### config.mk
export PLATFORM = sky130hd
export DESIGN_NAME = compact_target_pow_check
export DESIGN_NICKNAME = d
export VERILOG_FILES = /design/src/hw/rtl/ctpc_pkg.sv /design/src/hw/rtl/compact_target_pow_check.sv /design/src/hw/rtl/ctpc_prep.sv /design/src/hw/rtl/ctpc_lane.sv
export SDC_FILE = /design/constraint.sdc
export NUM_CORES = 1
export LEC_CHECK = 0
export ABC_CLOCK_PERIOD_IN_PS = 17050
export BUFFER_PORTS_ARGS = -buffer_cell sky130_fd_sc_hd__buf_2
export CAP_MARGIN = 20
export CORE_ASPECT_RATIO = 1.1
export CORE_MARGIN = 4
export CORE_UTILIZATION = 45
export CTS_CLUSTER_DIAMETER = 60
export CTS_CLUSTER_SIZE = 8
export DETAILED_ROUTE_END_ITERATION = 8
export PLACE_DENSITY = 0.69
export SLEW_MARGIN = 10
export SYNTH_ARGS = -nofsm -noshare
export SYNTH_HDL_FRONTEND = slang
export SYNTH_SLANG_ARGS = --single-unit
### constraint.sdc
create_clock -name clk -period 17.05 [get_ports clk]
set_clock_uncertainty 0.1 [all_clocks]
set_input_delay 4.2625 -clock clk [delete_from_list [all_inputs] [get_ports clk]]
set_output_delay 4.2625 -clock clk [all_outputs]
set_load 0.05 [all_outputs]
### src/hw/rtl/ctpc_pkg.sv
// ----------------------------------------------------------------------------
// ctpc_pkg: shared types and constants
// Lane geometry, compact word fields, order and reason codes for the
// compact target proof-of-work check.
// ----------------------------------------------------------------------------
package ctpc_pkg;

  // slice and lane geometry
  localparam int SLICE_W    = 64;
  localparam int SLICE_CNT  = 4;
  localparam int LANE_W     = 16;
  localparam int LANE_COUNT = SLICE_W / LANE_W;

  // compact word layout
  localparam int COMPACT_W = 32;
  localparam int MANT_W    = 24;
  localparam int EXP_W     = 8;
  localparam int SHIFT_W   = 8;

  // lane window: mantissa padded by one chunk on each side
  localparam int LANE_WIN_W = MANT_W + 2 * LANE_W;

  localparam logic [COMPACT_W-1:0] MANT_MASK   = 32'h00ff_ffff;
  localparam int                   ZERO_OFFSET = 29;
  localparam int                   EXP_BIAS    = 3;
  localparam logic [COMPACT_W-1:0] LIMIT_RESET = 32'h1f00_ffff;

  // running order of hash against target
  typedef enum logic [1:0] {
    ORDER_EQUAL   = 2'd0,
    ORDER_LESS    = 2'd1,
    ORDER_GREATER = 2'd2
  } order_t;

  // reason codes on the result channel
  typedef enum logic [1:0] {
    REASON_PASS  = 2'd0,
    REASON_LIMIT = 2'd1,
    REASON_ABOVE = 2'd2
  } reason_t;

  // decoded compact word: target = mant << shift
  typedef struct packed {
    logic [MANT_W-1:0]  mant;
    logic [SHIFT_W-1:0] shift;
  } target_prep_t;

  // per-lane compare outcome
  typedef struct packed {
    logic lt;
    logic gt;
  } lane_cmp_t;

endpackage

### src/hw/rtl/compact_target_pow_check.sv
// ----------------------------------------------------------------------------
// compact_target_pow_check: proof-of-work check against a compact target
// Four lanes compare one 64-bit hash slice per cycle, while not stalled, with
// the target rebuilt from the compact word; the result follows the last slice.
// ----------------------------------------------------------------------------
// Usage:
//   Input channel (in_valid / in_stall) carries one 64-bit hash slice per
//   transaction, most significant slice first. in_compact_bits is sampled on
//   the first slice of each hash and ignored on the other three.
//   Result channel (out_valid / out_stall) carries one transaction per hash:
//   out_pow_ok and out_fail_reason (0 pass, 1 compact below limit,
//   2 hash above target).
//   cfg_wr_en / cfg_wr_data write the compact limit; write only while idle.
// Throughput: one slice per cycle while in_stall is low. Each slice goes
//   through the four 16-bit compare lanes and the merge combinationally.
// Result: registered, it shows in the cycle after the fourth slice is
//   accepted.
// Stall: a waiting result blocks only a fourth slice; first to third slices
//   are still taken while the receiver stalls.
// Reset: clears the slice count, the order, the held compact word and the
//   output valid, and sets the compact limit to 0x1f00ffff.
// ----------------------------------------------------------------------------
module compact_target_pow_check import ctpc_pkg::*; (
  input  logic                 clk,
  input  logic                 rst_n,
  input  logic                 in_valid,
  output logic                 in_stall,
  input  logic [SLICE_W-1:0]   in_hash_word,
  input  logic [COMPACT_W-1:0] in_compact_bits,
  output logic                 out_valid,
  input  logic                 out_stall,
  output logic                 out_pow_ok,
  output logic [1:0]           out_fail_reason,
  input  logic                 cfg_wr_en,
  input  logic [COMPACT_W-1:0] cfg_wr_data
);

  logic [COMPACT_W-1:0] limit_r;
  logic [1:0]           slice_count_r, slice_count_nxt;
  order_t               order_r, order_nxt;
  logic [COMPACT_W-1:0] held_compact_r, held_compact_nxt;
  logic                 out_valid_r, out_valid_nxt;
  logic                 out_pow_ok_r, out_pow_ok_nxt;
  reason_t              out_reason_r, out_reason_nxt;

  logic                 in_fire;
  logic                 last_slice;
  logic [COMPACT_W-1:0] cur_compact;
  target_prep_t         prep;
  lane_cmp_t            lane_cmp [LANE_COUNT];
  order_t               slice_order;
  order_t               final_order;

  // handshake
  assign last_slice = slice_count_r == 2'(SLICE_CNT - 1);
  assign in_stall   = out_valid_r && out_stall && last_slice;
  assign in_fire    = in_valid && !in_stall;

  // compact word: live on the first slice, held afterwards
  assign cur_compact = (slice_count_r == '0) ? in_compact_bits : held_compact_r;

  ctpc_prep u_prep (
    .compact (cur_compact),
    .prep    (prep)
  );

  // compare lanes, lane LANE_COUNT-1 holds the top chunk
  for (genvar i = 0; i < LANE_COUNT; i++) begin : g_lane
    logic [SHIFT_W-1:0] chunk_base;
    assign chunk_base = {~slice_count_r, 6'(i * LANE_W)};

    ctpc_lane u_lane (
      .hash_chunk (in_hash_word[i*LANE_W +: LANE_W]),
      .prep       (prep),
      .chunk_base (chunk_base),
      .cmp        (lane_cmp[i])
    );
  end

  // merge: most significant differing lane decides
  always_comb begin
    slice_order = ORDER_EQUAL;
    for (int j = 0; j < LANE_COUNT; j++) begin
      if (lane_cmp[j].lt) begin
        slice_order = ORDER_LESS;
      end else if (lane_cmp[j].gt) begin
        slice_order = ORDER_GREATER;
      end
    end
  end

  assign final_order = (order_r == ORDER_EQUAL) ? slice_order : order_r;

  // sequencing of slices and order
  always_comb begin
    slice_count_nxt  = slice_count_r;
    order_nxt        = order_r;
    held_compact_nxt = held_compact_r;
    if (in_fire) begin
      held_compact_nxt = cur_compact;
      if (last_slice) begin
        slice_count_nxt = '0;
        order_nxt       = ORDER_EQUAL;
      end else begin
        slice_count_nxt = slice_count_r + 2'd1;
        order_nxt       = final_order;
      end
    end
  end

  // result register
  always_comb begin
    out_valid_nxt  = out_valid_r && out_stall;
    out_pow_ok_nxt = out_pow_ok_r;
    out_reason_nxt = out_reason_r;
    if (in_fire && last_slice) begin
      out_valid_nxt = 1'b1;
      if (cur_compact < limit_r) begin
        out_pow_ok_nxt = 1'b0;
        out_reason_nxt = REASON_LIMIT;
      end else if (final_order == ORDER_GREATER) begin
        out_pow_ok_nxt = 1'b0;
        out_reason_nxt = REASON_ABOVE;
      end else begin
        out_pow_ok_nxt = 1'b1;
        out_reason_nxt = REASON_PASS;
      end
    end
  end

  // control state
  always_ff @(posedge clk) begin
    if (!rst_n) begin
      limit_r       <= LIMIT_RESET;
      slice_count_r <= '0;
      order_r       <= ORDER_EQUAL;
      out_valid_r   <= 1'b0;
    end else begin
      if (cfg_wr_en) begin
        limit_r <= cfg_wr_data;
      end
      slice_count_r <= slice_count_nxt;
      order_r       <= order_nxt;
      out_valid_r   <= out_valid_nxt;
    end
  end

  // held compact resets to zero, result payload needs no reset
  always_ff @(posedge clk) begin
    if (!rst_n) begin
      held_compact_r <= '0;
    end else begin
      held_compact_r <= held_compact_nxt;
    end
  end

  always_ff @(posedge clk) begin
    out_pow_ok_r <= out_pow_ok_nxt;
    out_reason_r <= out_reason_nxt;
  end

  assign out_valid       = out_valid_r;
  assign out_pow_ok      = out_pow_ok_r;
  assign out_fail_reason = out_reason_r;

endmodule

### src/hw/rtl/ctpc_prep.sv
// ----------------------------------------------------------------------------
// ctpc_prep: compact word decoder
// Splits the compact word into a normalized mantissa and a left shift so
// that the 256-bit target equals mant << shift.
// ----------------------------------------------------------------------------
module ctpc_prep import ctpc_pkg::*; (
  input  logic [COMPACT_W-1:0] compact,
  output target_prep_t         prep
);

  logic [EXP_W-1:0]  exp_f;
  logic [MANT_W-1:0] mant_f;
  logic [4:0]        exp_off;
  logic [1:0]        rshift_bytes;

  assign exp_f        = compact[COMPACT_W-1 -: EXP_W];
  assign mant_f       = MANT_W'(compact & MANT_MASK);
  assign exp_off      = 5'(exp_f - EXP_W'(EXP_BIAS));
  assign rshift_bytes = 2'(EXP_W'(EXP_BIAS) - exp_f);

  // small exponent shifts right, large offset gives a zero target
  always_comb begin
    if (exp_f <= EXP_W'(EXP_BIAS)) begin
      prep.mant  = mant_f >> {rshift_bytes, 3'b000};
      prep.shift = '0;
    end else if (exp_f >= EXP_W'(ZERO_OFFSET + EXP_BIAS)) begin
      prep.mant  = '0;
      prep.shift = '0;
    end else begin
      prep.mant  = mant_f;
      prep.shift = {exp_off, 3'b000};
    end
  end

endmodule

### src/hw/rtl/ctpc_lane.sv
// ----------------------------------------------------------------------------
// ctpc_lane: one compare lane
// Builds a 16-bit chunk of the target at a given bit position and compares
// the matching hash chunk against it.
// ----------------------------------------------------------------------------
module ctpc_lane import ctpc_pkg::*; (
  input  logic [LANE_W-1:0]  hash_chunk,
  input  target_prep_t       prep,
  input  logic [SHIFT_W-1:0] chunk_base,
  output lane_cmp_t          cmp
);

  logic signed [9:0]     offset;
  logic signed [9:0]     win_shift;
  logic [LANE_WIN_W-1:0] window;
  logic [LANE_WIN_W-1:0] shifted;
  logic [LANE_W-1:0]     tgt_chunk;
  logic                  in_reach;

  // offset of the mantissa low bit relative to this chunk
  assign offset    = $signed({2'b00, prep.shift}) - $signed({2'b00, chunk_base});
  assign win_shift = 10'sd16 - offset;
  assign in_reach  = (offset >= -10'sd23) && (offset <= 10'sd15);
  assign window    = {{LANE_W{1'b0}}, prep.mant, {LANE_W{1'b0}}};
  assign shifted   = window >> win_shift[5:0];
  assign tgt_chunk = in_reach ? shifted[LANE_W-1:0] : '0;

  // chunk compare
  assign cmp.lt = hash_chunk < tgt_chunk;
  assign cmp.gt = hash_chunk > tgt_chunk;

endmodule
==> results of run 1 <==
-- metrics by stage --
step / util / setup WS (ps) / hold WS [ps] / std cells / instance area (sq um)
5_1_grt: 0.533 / 7060 / 380 / 1174 / 8030
3_5_place_dp: 0.514 / 7320 / 356 / 1158 / 7730
6_report: 0.533 / 7590 / 363 / 1174 / 8030
3_3_place_gp: 0.514 / 7450 / 347 / 1158 / 7730
4_1_cts: 0.533 / 7670 / 360 / 1174 / 8030
2_1_floorplan: - / 8000 / 321 / 859 / 6910
-- registers in the layout, indices dropped and copies added (netlist names) --
signal           cells
held_compact_r      32
limit_r             32
order_r              2
out_fail_reason      2
slice_count_r        2
out_pow_ok           1
out_valid            1
-- routing by layer --
| layer | share of wire | routed length [um] |
|---|---|---|
| met2 | 0.46 | 9200 |
| met5 | 0 | 0 |
| met4 | 0.021 | 408 |
| met3 | 0.064 | 1270 |
| met1 | 0.45 | 8910 |
-- cell families (layout without fill, tap and decap cells) --
| group | count (synthesis) | in the layout | synth area share |
|---|---|---|---|
| xor gates and xnor gates | 10 | 10 | 0.0148 |
| DFF | 72 | 72 | 0.213 |
| and+or+nand+nor | 268 | 268 | 0.186 |
| muxes | 51 | 51 | 0.0794 |
| AOI/OAI and AO/OA | 235 | 235 | 0.248 |
| adders and majority gates | 106 | 106 | 0.193 |
| buffers and inverters | 117 | 236 | 0.0662 |
-- worst reg2reg max path, delay by kind of cell, from the launching register on --
kind | cells | cell delay (ps)
compound gates | 5 | 1620
flops | 1 | 350
simple gates | 7 | 1900
buf+inv | 4 | 1390
mux | 1 | 430
fa+ha+maj | 3 | 700
-- cell usage in the layout (no fill, tap or decap), types with 31 or more instances in the layout --
cell      instances
inv_1            74
dfxtp_1          69
o22ai_1          32
nand2_1         130
buf_2           137
o211ai_1         31
ha_1            103
a21oi_1          39
mux2i_1          42
-- power by group --
part | switching (uW) | internal [uW] | total, uW
Clock | 75.0 | 108 | 183
Sequential | 5.92 | 182 | 188
Combinational | 126 | 82.1 | 208
-- final cells by class --
| type | instances | area, sq um |
|---|---|---|
| Clock buffer | 11 | 254 |
| Clock inverter | 5 | 38.8 |
| Fill cell | 1493 | 7030 |
| Inverter | 75 | 282 |
| Multi-Input combinational cell | 670 | 4990 |
| Sequential cell | 72 | 1470 |
| Tap cell | 196 | 245 |
| Timing Repair Buffer | 145 | 746 |
-- how the worst max path moves through the flow --
stage                              from                 end  slack, ps
detailed placement  in_compact_bits[29]  out_fail_reason[1]       7320
global route        in_compact_bits[29]  out_fail_reason[1]       7060
global placement    in_compact_bits[29]  out_fail_reason[1]       7450
finish              in_compact_bits[29]  out_fail_reason[1]       7590
floorplan                     out_stall            in_stall       8000
CTS                 in_compact_bits[29]  out_fail_reason[1]       7670
==> flow_metrics.tcl, run 1 <==
set metrics [dict create \
    wl_per_cell_um 16.9 \
    syn_avg_cell_area_sq_um 8.05 \
    synth_edf_count 3 \
    ant_nets 0 \
    power.density_mw_per_mm2 72.1 \
    cp.required_ps 17030 \
    coreArea_sq_mm 0.0151 \
    min_to "order_r[0]" \
    post-synth-top-count-cell "nand2_1" \
    p_leak_uw 0.00409 \
    synth_cell_types 71 \
    hold_viol 0 \
    routed_wl_um 19800 \
    pin_count 138 \
    antenna_found_initial 0 \
    cts_tree "built" \
    outcome "complete, no violations" \
    yosysWarnings 0 \
    rsz0062_at_grt "false" \
    synth_top_area_share 0.200 \
    drtPass1Iterations 5 \
    gp_congestion 0.918 \
    drive_gt1_frac 0.189 \
    gr-total-overflow 0 \
    clk_path_buf_depth 2 \
    syn-cell-area_sq_mm 0.00691 \
    postCtsSetupBuffers 0 \
    r2r-start "slice_count_r[0]" \
    vdd_drop_max_v 0.0000616 \
    clockRootBuffer "clkbuf_16" \
    hp-start "order_r[1]" \
    cp_num_cells 18 \
    fin_crit_sh 0.555 \
    critPathMaxFanout 41 \
    grt_pass1_wl_um 32000 \
    grt_usage 0.224 \
    setup_viol 0 \
    crit_chain "buf_2, mux2i_1, o21a_1, nand3_1, inv_1, ha_1, buf_4, nand3_1, o22ai_1, nand2_1, ha_1, nand4_1, nor4_1, nand2_1, a2111oi_0, or3_1, o22a_1, a211oi_1" \
    synth_cells 859 \
    crit_family "simple AND/OR/NAND/NOR gates" \
    gr-usage-met3 0.0386 \
    grt_max_degree 70 \
    tightest_slew_ps 1020 \
    period_needed_ps 9460 \
    die_h_um 138 \
    critPathKind "input pin to register" \
    fp.dieW_um 126 \
    grt.met1_usage 0.302 \
    use_met2 0.373 \
    numCtsBuffers 9 \
    r2r-end "out_fail_reason[1]" \
    busiest_layer "met2" \
    grt_pass1_vias 6384 \
    drc 0 \
    ys_ff_latch 72 \
    timing.setup.tns_ps 0 \
    synthFlopType "dfxtp_1" \
    dieArea_sq_mm 0.0174 \
    num_rows 47 \
    slew_violations 0 \
    antenna_cells 0 \
    max-cap-violations 0 \
    ys_seq_area_frac 0.213 \
    postCtsHoldBufs 0 \
    slew_headroom 0.320 \
    hold_depth 1 \
    cp.arrival_ps 9440 \
    final_nets 1211 \
    dp_hpwl_um 15900 \
    routed-via-count 6666 \
    worst_setup_path_end_kind "register" \
    netlist_top_cells_count "nand2_1 (130), ha_1 (104), inv_1 (74)" \
    ff2ff_path_depth 20 \
    max_freq_mhz 106 \
    hold_class "register to register" \
    yosys.area.top_type "dfxtp_1" \
    startpoint_type "input pin" \
    syn-num-nets 1097 \
    area_growth_pct 16.1 \
    portBuffers 137 \
    h-tree-depth 3 \
    clkSinkCount 72 \
    r2r_setup_slack_ps 10320 \
    critPathMaxStageDelay_ps 750 \
    drtIter0Drc 406 \
    critical_path.slowest_cell "a2111oi_0" \
    cts.repair.resized 0 \
    clk_pin_slew_ps 60 \
    synthTopCellsByArea "dfxtp_1 (20%), ha_1 (19%), nand2_1 (7.1%), mux2i_1 (6.1%), o211a_1 (4.3%)" \
    via_per_inst 5.68 \
    ys_async_sr_fraction 0 \
    totalPowerFinal_uw 579 \
    start_util 0.459 \
    clk_latency_ps 340 \
    crit_buf_inv 3 \
]
No activity file was read; power rests on OpenSTA's default activity.
==> inputs of run 2 (changes only) <==
--- a/config.mk
+++ b/config.mk
@@ -5,7 +5,7 @@
 export SDC_FILE = /design/constraint.sdc
 export NUM_CORES = 1
 export LEC_CHECK = 0
-export ABC_CLOCK_PERIOD_IN_PS = 17050
+export ABC_CLOCK_PERIOD_IN_PS = 7950
 export BUFFER_PORTS_ARGS = -buffer_cell sky130_fd_sc_hd__buf_2
 export CAP_MARGIN = 20
 export CORE_ASPECT_RATIO = 1.1
@@ -14,7 +14,7 @@
 export CTS_CLUSTER_DIAMETER = 60
 export CTS_CLUSTER_SIZE = 8
 export DETAILED_ROUTE_END_ITERATION = 8
-export PLACE_DENSITY = 0.69
+export PLACE_DENSITY = 0.72
 export SLEW_MARGIN = 10
 export SYNTH_ARGS = -nofsm -noshare
 export SYNTH_HDL_FRONTEND = slang
==> constraint.sdc (replaced) <==
create_clock -name clk -period 7.95 [get_ports clk]
set_clock_uncertainty 0.1 [all_clocks]
set_input_delay 1.9875 -clock clk [delete_from_list [all_inputs] [get_ports clk]]
set_output_delay 1.9875 -clock clk [all_outputs]
set_load 0.05 [all_outputs]
==> run 2 against run 1 <==
Against the previous run:
- sequential power increased by 110%
- hold slack got worse by 12 ps
- power increased by 120%
- die area unchanged
- highest routed layer unchanged
- critical path type unchanged
- cell count increased by 0.17%
- core utilization increased by 0.11 points
- largest power group unchanged
==> flow_metrics.tcl, run 2 (synthesis gave the netlist of run 1 again) <==
set metrics [dict create \
    outcome "complete, no violations" \
    drive_gt1_frac 0.192 \
    slew_violations 0 \
    grt_usage 0.224 \
    drc 0 \
    dp_hpwl_um 16000 \
    routed-via-count 6672 \
    ff2ff_path_depth 21 \
    final_nets 1213 \
    critical_path.slowest_cell "a211oi_1" \
    worst_setup_path_end_kind "register" \
    coreArea_sq_mm 0.0151 \
    clk_path_buf_depth 2 \
    final_common_cell "buf_2" \
    antenna_cells 0 \
    numCtsBuffers 9 \
    fp.dieW_um 126 \
    busiest_layer "met2" \
    area_growth_pct 16.3 \
    die_h_um 138 \
    period_needed_ps 6760 \
    startpoint_type "input pin" \
    mostFrequentLayoutCells "buf_2 (137), nand2_1 (130), ha_1 (103)" \
    grt.met1_usage 0.303 \
    num_rows 47 \
    drtPass1Iterations 7 \
    clockRootBuffer "clkbuf_16" \
    dieArea_sq_mm 0.0174 \
    tightest_slew_ps 988 \
    placed_cell_area_sq_mm 0.00775 \
    antenna_found_initial 0 \
    cts.repair.resized 0 \
    final_area_sq_mm 0.00804 \
    pin_count 138 \
    via_per_inst 5.67 \
    clkSinkCount 72 \
    cp.required_ps 7930 \
    clk_latency_ps 340 \
    critPathMaxFanout 9 \
    postCtsHoldBufs 0 \
    wl_per_cell_um 16.9 \
    drtIter0Drc 517 \
    cts_tree "built" \
    gr-total-overflow 0 \
    slew_headroom 0.341 \
    critPathMaxStageDelay_ps 440 \
    grt_pass1_wl_um 32000 \
    rsz0062_at_grt "false" \
    use_met2 0.360 \
    ant_nets 0 \
    max-cap-violations 0 \
    p_leak_uw 0.00411 \
    crit_chain "buf_2, mux2i_2, inv_1, ha_1, nor2_1, or3_1, inv_1, ha_1, xnor2_1, nor2_1, nand2_1, o22ai_1, and3_1, and2_1, nand2_1, ha_1, nand4_1, nor2_1, a221o_1, a211oi_1, o22a_1, o22a_1, a211oi_1" \
    top_regs "held_compact_r: 32 flops, limit_r: 32 flops" \
    timing.setup.tns_ps 0 \
    gp_congestion 1.01 \
    start_util 0.459 \
    critPathKind "input pin to register" \
    setup_viol 0 \
    h-tree-depth 3 \
    portBuffers 137 \
    vdd_drop_max_v 0.000172 \
    regArea_sq_mm 0.00147 \
    hold_depth 1 \
    routed_wl_um 19900 \
    multiInputGateArea_sq_mm 0.00499 \
    fin_crit_sh 0.850 \
    hold_class "register to register" \
    postCtsSetupBuffers 0 \
    num-fill-cells 1474 \
    clk_pin_slew_ps 60 \
    grt_pass1_vias 6413 \
    hold_viol 0 \
    whs_ps 351 \
    cp.arrival_ps 6740 \
    gr-usage-met3 0.0374 \
    grt_max_degree 70 \
    power.density_mw_per_mm2 157 \
    max_freq_mhz 148 \
]
==> run 2: per-layer routing <==
| metal | vias to the layer above | wire length [um] |
|---|---|---|
| met5 | - | 0 |
| met4 | 0 | 552 |
| met3 | 42 | 1460 |
| met2 | 242 | 9100 |
| met1 | 3011 | 8790 |
| li1 | 3377 | - |
==> run 2: worst paths after layout <==
| check | from | endpoint | slack [ps] |
|---|---|---|---|
| setup / recovery | in_compact_bits[24] | out_fail_reason[1] | 1190 |
| hold / removal | order_r[1] | order_r[0] | 350 |
| setup reg to reg | slice_count_r[1] | out_fail_reason[1] | 1750 |
| hold reg to reg | order_r[1] | order_r[0] | 350 |
==> run 2: critical path: cells and delay by family <==
family / cells / cell delay [ps]
AND/OR/NAND/NOR: 9 / 1470
AO/OA/AOI/OAI: 6 / 1430
buffers and inverters: 3 / 320
XOR/XNOR: 1 / 170
adder cells (fa/ha/maj): 3 / 940
multiplexers: 1 / 430
==> run 2: cell type report <==
cell class	instances	area share
Multi-Input combinational cell	670	0.620
Sequential cell	72	0.183
Timing Repair Buffer	147	0.0946
Inverter	75	0.0350
Tap cell	196	0.0305
Clock buffer	9	0.0280
Clock inverter	7	0.00856
==> run 2: through the flow <==
step                cells   util  setup WS (ps)  power (uW)
floorplan             859      -           1560         721
global placement     1160  0.515            915         843
detailed placement   1160  0.515            881         850
CTS                  1176  0.534           1220        1260
global route         1176  0.534            811        1330
finish               1176  0.534           1190        1260
==> run 2: power breakdown <==
group          switching (uW)  internal (uW)
clock                     164            243
combinational             271            178
sequential               12.7            390
total                     448            810
==> inputs of run 3 (changes only) <==
--- a/config.mk
+++ b/config.mk
@@ -5,7 +5,7 @@
 export SDC_FILE = /design/constraint.sdc
 export NUM_CORES = 1
 export LEC_CHECK = 0
-export ABC_CLOCK_PERIOD_IN_PS = 7950
+export ABC_CLOCK_PERIOD_IN_PS = 6000
 export BUFFER_PORTS_ARGS = -buffer_cell sky130_fd_sc_hd__buf_2
 export CAP_MARGIN = 20
 export CORE_ASPECT_RATIO = 1.1
==> constraint.sdc (replaced) <==
create_clock -name clk -period 6 [get_ports clk]
set_clock_uncertainty 0.1 [all_clocks]
set_input_delay 1.5 -clock clk [delete_from_list [all_inputs] [get_ports clk]]
set_output_delay 1.5 -clock clk [all_outputs]
set_load 0.05 [all_outputs]
==> run 3 against run 2 <==
Against the previous run:
- critical path depth is the same
- largest power group unchanged
- clock power grew 36%
- sequential share of layout area shrank 1.2 points
- highest routed layer unchanged
- count of clock-buffer cells in the layout grew 2
- setup slack lost 860 ps
- cell area grew 7.1%
- critical endpoint unchanged
==> flow_metrics.tcl, run 3 (synthesis gave the netlist of run 1 again) <==
set metrics [dict create \
    antenna_found_initial 0 \
    postCtsHoldBufs 0 \
    critPathKind "input pin to register" \
    timing.setup.tns_ps 0 \
    dp_hpwl_um 16400 \
    clockRootBuffer "clkbuf_16" \
    drive_gt1_frac 0.248 \
    dieArea_sq_mm 0.0174 \
    fp.dieW_um 126 \
    grt_max_degree 70 \
    via_per_inst 5.65 \
    r2r-start "slice_count_r[1]" \
    placed_cell_area_sq_mm 0.00820 \
    r2r-end "out_fail_reason[1]" \
    period_needed_ps 5670 \
    clkSinkCount 72 \
    clk_path_buf_depth 2 \
    totalPowerFinal_uw 1760 \
    start_util 0.459 \
    grt_usage 0.232 \
    max-cap-violations 0 \
    grt_pass1_vias 6856 \
    area_growth_pct 24.6 \
    gp_congestion 0.981 \
    portBuffers 137 \
    drtPass1Iterations 6 \
    mostFrequentLayoutCells "buf_2 (137), nand2_1 (130), ha_1 (103)" \
    worst_setup_path_end_kind "register" \
    numCtsBuffers 9 \
    final_common_cell "buf_2" \
    final_area_sq_mm 0.00861 \
    setup_viol 0 \
    finish.utilization 0.572 \
    max_freq_mhz 176 \
    placed_cells 1220 \
    min_to "order_r[0]" \
    fin_cells 1240 \
    route.met3.wl_um 1550 \
    hold_viol 0 \
    cp.arrival_ps 5640 \
    wl_met2_um 9560 \
    gr-total-overflow 0 \
    pin_count 138 \
    r2r_setup_slack_ps 510 \
    die_h_um 138 \
    ff2ff_path_depth 26 \
    top_layer_used "met4" \
    hp-start "order_r[1]" \
    slew_headroom 0.342 \
    wl_per_cell_um 16.5 \
    clk_pin_slew_ps 60 \
    ant_nets 0 \
    h-tree-depth 3 \
    critPathMaxFanout 5 \
    fin_crit_sh 0.945 \
    power.density_mw_per_mm2 204 \
    tightest_slew_ps 987 \
    clk_latency_ps 340 \
    drtIter0Drc 430 \
    top_regs "held_compact_r: 32 flops, limit_r: 32 flops" \
    coreArea_sq_mm 0.0151 \
    routed-via-count 7011 \
    hold_depth 1 \
    drc 0 \
    cts_tree "built" \
    startpoint_type "input pin" \
    final_nets 1277 \
    wl_met1_um 8700 \
    num_rows 47 \
    antenna_cells 0 \
    outcome "complete, no violations" \
    cp.required_ps 5970 \
    grt_pass1_wl_um 33400 \
    p_leak_uw 0.00443 \
    vdd_drop_max_v 0.000194 \
    slew_violations 0 \
    hold_class "register to register" \
    routed_wl_um 20500 \
]
## run 3: cell count changes in the layout (fill, tap and decap cells not counted), sizes merged
cell	change
buf	+64
clkinvlp	+1
clkinv	-3
clkbuf	+2
## run 3: layer usage
metal  global-route usage  vias to the layer above
met5                    0                        -
met4               0.0870                        0
met3               0.0451                       54
met2                0.381                      258
met1                0.301                     3200
li1                     -                     3499
## run 3: critical path: stages
cell      delay (ps)
buf_2            110
mux2i_4           80
buf_4            150
o21ai_0          230
xnor2_1          160
nand2_1           90
ha_1             340
o2111a_1         150
or3_1            320
and2_4           180
buf_4            130
o21ai_2          260
nand2_1          120
ha_1             310
nand4_1          130
nor4_2           300
buf_4            150
nand2_1          100
nor4_2           320
buf_4            180
or2_2            100
o22a_1           150
a211oi_2          70
## run 3: area by class of cell
| class | instances | area [sq um] |
|---|---|---|
| fillers | 1451 | 6440 |
| multi-input cells | 670 | 5060 |
| flip-flops and latches | 72 | 1470 |
| repair buffers | 211 | 1250 |
| inverters | 75 | 282 |
| well taps | 196 | 245 |
| clock buffers | 11 | 243 |
| clock inverters | 5 | 63.8 |
## run 3: how the worst max path moves through the flow
stage	from	to	depth (start not counted)
2_1_floorplan	in_compact_bits[24]	out_fail_reason[1]	20
3_3_place_gp	in_compact_bits[30]	out_fail_reason[1]	19
3_5_place_dp	in_compact_bits[30]	out_fail_reason[1]	19
4_1_cts	in_compact_bits[30]	out_fail_reason[1]	19
5_1_grt	in_compact_bits[24]	out_fail_reason[1]	25
6_report	in_compact_bits[25]	out_fail_reason[1]	23
## run 3: per-stage QoR
| step | setup WS [ps] | hold slack (ps) |
|---|---|---|
| 3_3_place_gp | -116 | 349 |
| 5_1_grt | -13.8 | 399 |
| 4_1_cts | 131 | 357 |
| 2_1_floorplan | 101 | 321 |
| 6_report | 332 | 359 |
| 3_5_place_dp | -207 | 349 |
## run 3: power by group
group / switching, uW / leakage [uW] / internal, uW / total [uW]
clock: 217 / 0.000147 / 337 / 554
sequential: 17.0 / 0.000600 / 516 / 533
combinational: 380 / 0.00369 / 289 / 668
total: 613 / 0.00443 / 1140 / 1760
## run 3: what timing repair did
item,4_1_cts,5_1_grt
endpoints found under the hold margin,0,0
endpoints found under the setup margin,0,4
setup buffers,0,3
resized for setup,0,12
